**src/sv/ggl_pkg.sv**
```systemverilog
// Shared constants, types and controller/datapath interface for the gradient and Laplacian core.
`default_nettype none

package ggl_pkg;

	localparam int AXIS_BITS   = 5;
	localparam int VALUE_WIDTH = 32;
	localparam int DIM_W       = AXIS_BITS + 1;
	localparam int ADDR_W      = 3 * AXIS_BITS;
	localparam int DEPTH       = 1 << ADDR_W;
	localparam int SPACING_W   = 32;
	localparam int FRAC_BITS   = 16;
	localparam int CFG_IDX_W   = 3;

	// neighbour difference, and forward minus backward difference
	localparam int DIFF_W  = VALUE_WIDTH + 1;
	localparam int TERM_W  = VALUE_WIDTH + 2;
	// signed multiplier operand must also hold a zero-extended low limb
	localparam int MUL_A_W = (TERM_W > SPACING_W + 1) ? TERM_W : SPACING_W + 1;
	localparam int PROD_W  = MUL_A_W + SPACING_W;
	localparam int ACC_W   = PROD_W + SPACING_W + 2;

	localparam int GRAD_SHIFT = FRAC_BITS + 1;
	localparam int LAP_SHIFT  = 2 * FRAC_BITS;

	localparam logic [DIM_W-1:0]     DIM_RESET     = DIM_W'(1 << AXIS_BITS);
	localparam logic [SPACING_W-1:0] SPACING_RESET = SPACING_W'(1 << FRAC_BITS);

	typedef enum logic [CFG_IDX_W-1:0] {
		REG_DIM_X = 3'd0,
		REG_DIM_Y = 3'd1,
		REG_DIM_Z = 3'd2,
		REG_INV_X = 3'd3,
		REG_INV_Y = 3'd4,
		REG_INV_Z = 3'd5
	} cfg_reg_t;

	typedef enum logic {
		REQ_WRITE = 1'b0,
		REQ_QUERY = 1'b1
	} req_t;

	typedef enum logic [1:0] {
		AXIS_X,
		AXIS_Y,
		AXIS_Z
	} axis_t;

	typedef enum logic [1:0] {
		RD_CENTER,
		RD_LOWER,
		RD_UPPER
	} rd_sel_t;

	typedef enum logic [2:0] {
		MUL_NONE,
		MUL_GRAD,
		MUL_TERM,
		MUL_U_LO,
		MUL_U_HI
	} mul_op_t;

	typedef enum logic [3:0] {
		S_IDLE,
		S_RD_C,
		S_RD_LO,
		S_RD_HI,
		S_DIFF,
		S_MUL_G,
		S_MUL_T,
		S_MUL_ULO,
		S_MUL_UHI,
		S_ACC,
		S_FIN
	} state_t;

	typedef struct packed {
		logic    load;
		logic    mem_we;
		rd_sel_t rd_sel;
		logic    cap_center;
		logic    cap_lower;
		logic    diff_en;
		mul_op_t mul_op;
		logic    grad_we;
		logic    acc_lo;
		logic    acc_hi;
		logic    fin;
		logic    oor_out;
		axis_t   axis;
	} dp_cmd_t;

	typedef struct packed {
		logic oor;
	} dp_stat_t;

endpackage

`default_nettype wire

```
**src/sv/ggl_ctrl.sv**
```systemverilog
// Controller: sequences voxel reads, multiplies and accumulation for one transaction.
`default_nettype none

module ggl_ctrl (
	input  wire                     clk,
	input  wire                     arst_n,
	input  wire                     start,
	input  wire                     req_type,
	input  wire  ggl_pkg::dp_stat_t stat,
	output logic                    busy,
	output logic                    done,
	output ggl_pkg::dp_cmd_t        cmd
);

	ggl_pkg::state_t state_q, state_d;
	ggl_pkg::axis_t  axis_q, axis_d;
	logic            done_q, done_d;

	always_ff @(posedge clk or negedge arst_n) begin
		if (!arst_n) begin
			state_q <= ggl_pkg::S_IDLE;
			axis_q  <= ggl_pkg::AXIS_X;
			done_q  <= 1'b0;
		end else begin
			state_q <= state_d;
			axis_q  <= axis_d;
			done_q  <= done_d;
		end
	end

	always_comb begin
		state_d    = state_q;
		axis_d     = axis_q;
		done_d     = 1'b0;
		cmd        = '0;
		cmd.rd_sel = ggl_pkg::RD_CENTER;
		cmd.mul_op = ggl_pkg::MUL_NONE;
		cmd.axis   = axis_q;
		unique case (state_q)
			ggl_pkg::S_IDLE: begin
				if (start) begin
					cmd.load = 1'b1;
					if (req_type == ggl_pkg::REQ_WRITE) begin
						cmd.mem_we = 1'b1;
					end else if (stat.oor) begin
						cmd.oor_out = 1'b1;
						done_d      = 1'b1;
					end else begin
						state_d = ggl_pkg::S_RD_C;
						axis_d  = ggl_pkg::AXIS_X;
					end
				end
			end
			ggl_pkg::S_RD_C: begin
				state_d = ggl_pkg::S_RD_LO;
			end
			ggl_pkg::S_RD_LO: begin
				cmd.rd_sel     = ggl_pkg::RD_LOWER;
				// the centre is captured only on the first axis
				cmd.cap_center = (axis_q == ggl_pkg::AXIS_X);
				state_d        = ggl_pkg::S_RD_HI;
			end
			ggl_pkg::S_RD_HI: begin
				cmd.rd_sel    = ggl_pkg::RD_UPPER;
				cmd.cap_lower = 1'b1;
				state_d       = ggl_pkg::S_DIFF;
			end
			ggl_pkg::S_DIFF: begin
				cmd.diff_en = 1'b1;
				state_d     = ggl_pkg::S_MUL_G;
			end
			ggl_pkg::S_MUL_G: begin
				cmd.mul_op = ggl_pkg::MUL_GRAD;
				state_d    = ggl_pkg::S_MUL_T;
			end
			ggl_pkg::S_MUL_T: begin
				cmd.mul_op  = ggl_pkg::MUL_TERM;
				cmd.grad_we = 1'b1;
				state_d     = ggl_pkg::S_MUL_ULO;
			end
			ggl_pkg::S_MUL_ULO: begin
				cmd.mul_op = ggl_pkg::MUL_U_LO;
				state_d    = ggl_pkg::S_MUL_UHI;
			end
			ggl_pkg::S_MUL_UHI: begin
				cmd.mul_op = ggl_pkg::MUL_U_HI;
				cmd.acc_lo = 1'b1;
				state_d    = ggl_pkg::S_ACC;
			end
			ggl_pkg::S_ACC: begin
				cmd.acc_hi = 1'b1;
				unique case (axis_q)
					ggl_pkg::AXIS_X: begin
						axis_d  = ggl_pkg::AXIS_Y;
						state_d = ggl_pkg::S_RD_LO;
					end
					ggl_pkg::AXIS_Y: begin
						axis_d  = ggl_pkg::AXIS_Z;
						state_d = ggl_pkg::S_RD_LO;
					end
					default: begin
						state_d = ggl_pkg::S_FIN;
					end
				endcase
			end
			ggl_pkg::S_FIN: begin
				cmd.fin = 1'b1;
				done_d  = 1'b1;
				state_d = ggl_pkg::S_IDLE;
			end
			default: begin
				state_d = ggl_pkg::S_IDLE;
			end
		endcase
	end

	assign busy = (state_q != ggl_pkg::S_IDLE);
	assign done = done_q;

`ifndef SYNTH
	a_done_source: assert property (@(posedge clk) disable iff (!arst_n)
		done_q |-> ($past(state_q) == ggl_pkg::S_FIN || $past(state_q) == ggl_pkg::S_IDLE))
		else $error("result strobe without a finishing state");

	a_last_axis: assert property (@(posedge clk) disable iff (!arst_n)
		(state_q == ggl_pkg::S_ACC && axis_q == ggl_pkg::AXIS_Z) |=> state_q == ggl_pkg::S_FIN)
		else $error("last axis did not finish the query");

	a_fin_axis: assert property (@(posedge clk) disable iff (!arst_n)
		state_q == ggl_pkg::S_FIN |-> axis_q == ggl_pkg::AXIS_Z)
		else $error("query finished before all axes were summed");

	a_grad_after_mul: assert property (@(posedge clk) disable iff (!arst_n)
		cmd.grad_we |-> $past(cmd.mul_op) == ggl_pkg::MUL_GRAD)
		else $error("gradient written without its product");
`endif

endmodule

`default_nettype wire

```
**config.mk**
```make
export PLATFORM = sky130hd
export DESIGN_NAME = ggl_ctrl
export DESIGN_NICKNAME = d
export VERILOG_FILES = /design/src/sv/ggl_pkg.sv /design/src/sv/ggl_ctrl.sv
export SDC_FILE = /design/constraint.sdc
export NUM_CORES = 1
export LEC_CHECK = 0
export BUFFER_PORTS_ARGS = -buffer_cell sky130_fd_sc_hd__buf_4
export CAP_MARGIN = 20
export CORE_AREA = 8 8 45 47
export DETAILED_ROUTE_END_ITERATION = 16
export DIE_AREA = 0 0 53 55
export GPL_TIMING_DRIVEN = 0
export PLACE_DENSITY = 0.63
export SLEW_MARGIN = 20
export SYNTH_ARGS = -nofsm -noshare
export SYNTH_HDL_FRONTEND = slang
export SYNTH_SLANG_ARGS = --single-unit
```
**constraint.sdc**
```tcl
create_clock -name clk -period 1.4 [get_ports clk]
set_input_delay 0.07 -clock clk [delete_from_list [all_inputs] [get_ports clk]]
set_output_delay 0.07 -clock clk [all_outputs]
set_load 0.1 [all_outputs]
```
After elaboration in Yosys (flattened, before gate mapping)
Cells that the tools add are included.
{"block": "op_classes", "n_eq_ne": 15, "mux": 27, "n_reduce_logical": 7}
{"cell": "$pmux W4 S10", "count": 1}
{"cell": "$eq A4 B3 Y1 const B", "count": 4}
{"cell": "$mux W4", "count": 4}
{"cell": "$eq A4 B4 Y1 const B", "count": 3}
{"cell": "$mux W1", "count": 12}
{"cell": "$pmux W2 S2", "count": 3}
{"cell": "$pmux W3 S4", "count": 1}
{"cell": "$mux W2", "count": 5}
{"cell": "$eq A4 B2 Y1 const B", "count": 2}
{"cell": "$ne A2 B2 Y1 const B", "count": 3}
{"cell": "$reduce_and A5 Y1", "count": 1}
{"cell": "$eq A4 B1 Y1 const B", "count": 1}
{"cell": "$logic_not A4 Y1", "count": 1}
{"cell": "$reduce_bool A4 Y1", "count": 1}
{"cell": "$ne A3 B2 Y1 const B", "count": 1}
{"cell": "$reduce_and A3 Y1", "count": 1}
{"cell": "$eq A2 B1 Y1 const B", "count": 1}
{"cell": "$logic_not A2 Y1", "count": 1}
{"cell": "$pmux W1 S2", "count": 1}
{"cell": "$reduce_bool A2 Y1", "count": 1}
{"cell": "$reduce_or A2 Y1", "count": 1}
{"block": "word_totals", "reg_bits": 7, "inputBits": 5, "elab_cells": 52}

Depth between registers and ports, before layout
{"block": "depth", "depth_word": 4, "depth_mapped": 4, "ltp_nobuf": 3}

Worst setup path after synthesis
No wires, ideal clock.
{"block": "synth_path", "kind": "reg-to-output", "startpoint": "register state_q[0]", "endpoint": "output cmd[12] (netlist name)", "arrival_time_ps": 5072, "setup_slack_ps": -3742, "path_stages_with_launch": 5, "n_path_buf": 1, "path_cell_list": "dfrtp_1 buf_4 nand2b_1 nor3_1 nor3b_1"}
{"item": "start, declared", "line": "ggl_ctrl.sv:15", "source": "ggl_pkg::state_t state_q, state_d;"}
{"item": "start signal, assigned", "line": "ggl_ctrl.sv:21", "source": "state_q <= ggl_pkg::S_IDLE;"}
{"item": "start signal, assigned", "line": "ggl_ctrl.sv:25", "source": "state_q <= state_d;"}
{"item": "end, declared", "line": "ggl_ctrl.sv:12", "source": "output ggl_pkg::dp_cmd_t cmd"}

==> run metrics <==
status=finished with violations; failing checks=setup timing; worst slew pin tran=0.3188 ns; PortBufs=23; Period Utilization, post-route=125.0%; Starting DRT DRC Count=6; DPL Wire Length=approximately 1000 microns; initial antenna violation count=0; crit-path max FO=6; hold slack=0.1542 ns; number of warnings issued by yosys=0; die footprint=2915 sq um; largest family of logic cells by synthesized area=simple AND/OR/NAND/NOR gates; htree depth=1; layout cell share with drive strength beyond 1=71.84%; Post-Synthesis Cells=between 50 and 60; Adder-Cell Fraction of Synth Area=0%; largest net degree at the start of global routing=10; routability-driven placement congestion ratio=between 0.7 and 0.8; die width=between 50 and 60 microns; Seq/Total Area, Yosys=36.84%; IO Count=24; Layout Nets=109; Die Ht=55 microns; Arr. time, crit path=between 1.5 and 2 ns; Root Driver=clkbuf_4; CTS tree=yes; max_cap viols=0; Synth cell types=23; FF+latch count, synth=7; compound-gate portion of the synthesized area=11.84%; via count=around 630; Clock Pin Slew Worst Setup and Hold Paths=approximately 0.080 ns; Mapped Area=between 400 and 500 sq um; WS Path Type=register to output pin; core area=about 1400 sq um; vias in the first global route=approximately 670; met3 Use GR=3.476%; Post-Route WL=about 2500 microns; met2 Track Usage GR=roughly 30%; initial core utilization=roughly a third; DR DRC count=0; grt ovf=0; Final Critical Period=~1.8 ns; final non-filler cell area=around 1300 sq um; pre-CTS WS=-0.1949 ns; top cells by area, synth=dfrtp_1 37%, nor3_1 6.3%, nor2_1 6.3%; PnR worst setup slack=-0.3505 ns; Startpoint Class=register; layer with the highest usage=met2; global-route wire length before repair=~3400 microns; Post-DP Area=just under 800 sq um; Hold Vio Cnt, Final=0; worst path required time=~1.3 ns; Peak Freq=571.3 MHz; Antenna Cells=0; Rel. slew slack=roughly 79%; fraction of synthesized area in multiplexers=2.105%; Synth area leader=dfrtp_1; standard-cell rows=14; Worst Clk Skew=0.02490 ns; max-slew violations=0; first drt pass iteration count=4; DR WL/cell=between 20 and 25 microns; RSZ-0062 raised after global routing=yes; Syn-to-layout area delta=175.5%; XOR/XNOR share of the synthesized area=approximately 3.7%; post-synthesis simple-gate area fraction=a little over a third; vias per cell=between 5 and 6; Routed Antenna Nets=0; TritonCTS Sinks=7; clk buf depth=2; Synth Area per Inst=~8.5 sq um; Hold Path Class=input pin to asynchronous set/reset pin; area share of the largest cell type after synthesis=between 30 and 40%; Clock Latency Late Sink=approximately 0.27 ns; Num CTS Buffers=3; Tot GR Track Use=~16%; met1 Resource Use GR=17.97%; Worst Setup End Kind=output pin; Finish-stage setup viols=19; post-synth net total=between 60 and 70; Core Util, Final=94.67%
[through the flow]
| stage | std cells | TNS [ns] |
|---|---|---|
| after global placement | 95 | -0.5399 |
| final | 119 | -3.522 |
| after global routing | 119 | -4.160 |
| after floorplan | 56 | -5.991 |
| after detailed placement | 95 | -0.6269 |
| after CTS | 118 | -2.185 |
[registers in the layout (all words and copies together), names as in the netlist]
| register | count |
|---|---|
| axis_q | 2 |
| state_q | 4 |
| done | 1 |
[critical path, stage by stage (launching register included)]
cell      delay, ns
dfrtp_1        0.40
buf_6          0.15
nand2b_4       0.16
nor3_4         0.21
nor3b_4        0.27
buf_12         0.21
[cell families (layout without fill, tap and decap cells)]
family | count (synthesis) | count (layout)
AO/OA/AOI/OAI | 8 | 8
XOR/XNOR | 2 | 2
buffers and inverters | 9 | 56
flip-flops | 7 | 7
multiplexers | 1 | 1
AND/OR/NAND/NOR | 29 | 29
[worst paths after layout]
path,end,start,depth (start not counted),slack (ns)
min,state_q[0]$_DFFE_PN0P_,arst_n,2,0.15
max reg2reg,axis_q[0]$_DFFE_PN0P_,state_q[0]$_DFFE_PN0P_,6,-0.24
min in group clk,done$_DFF_PN0_,start,3,0.17
min reg2reg,state_q[2]$_DFFE_PN0P_,state_q[3]$_DFFE_PN0P_,2,0.64
max in group asynchronous,axis_q[0]$_DFFE_PN0P_,arst_n,2,1.09
max,cmd[12],state_q[0]$_DFFE_PN0P_,5,-0.35
[cell usage after synthesis (all sizes together)]
library cell and n:
inv 4, xor2 1, dfrtp 7, and3b 1, a22o 1, o22a 1, nor3 6, nor4 1
and4bb 1, o22ai 3, nand3b 1, mux2i 1, nand2 6, o21ai 1, buf 5, xnor2 1
nor3b 1, a21boi 2, nor2 8, nand2b 2, and3 2
[cells in the final DEF, fill, tap and decap left out, types with 2 or more instances in the layout]
cell       n
nand2_1    3
buf_4     14
buf_8      2
nor3_4     5
inv_4      2
clkbuf_4   3
dfrtp_1    7
nand2b_4   2
nor2_4     5
o22ai_1    3
buf_12    19
nor2_1     3
buf_6     12
a21boi_2   2
[repair_timing]
item	in CTS	in global routing
setup endpoints to repair	18	20
hold endpoints to repair	7	0
resized for setup	68	21
pin swaps	11	9
hold buffers	1	0
buffers inserted	18	4
[per-layer routing]
layer | wire length, microns | vias up
li1 | - | 284
met1 | 949 | 312
met2 | 1387 | 27
met3 | 139 | 4
met4 | 37 | 0
met5 | 0 | -
[layout make-up]
class | count | area, sq um
Inverter | 4 | 23.77
Fill cell | 36 | 73.82
Tap cell | 16 | 20.02
Buffer | 5 | 65.06
Timing Repair Buffer | 43 | 595.6
Multi-Input combinational cell | 40 | 404.1
Clock buffer | 4 | 26.28
Sequential cell | 7 | 175.2
Power is not shown: default switching activity piles up to over one toggle a cycle in this logic, so the estimate is an artifact.
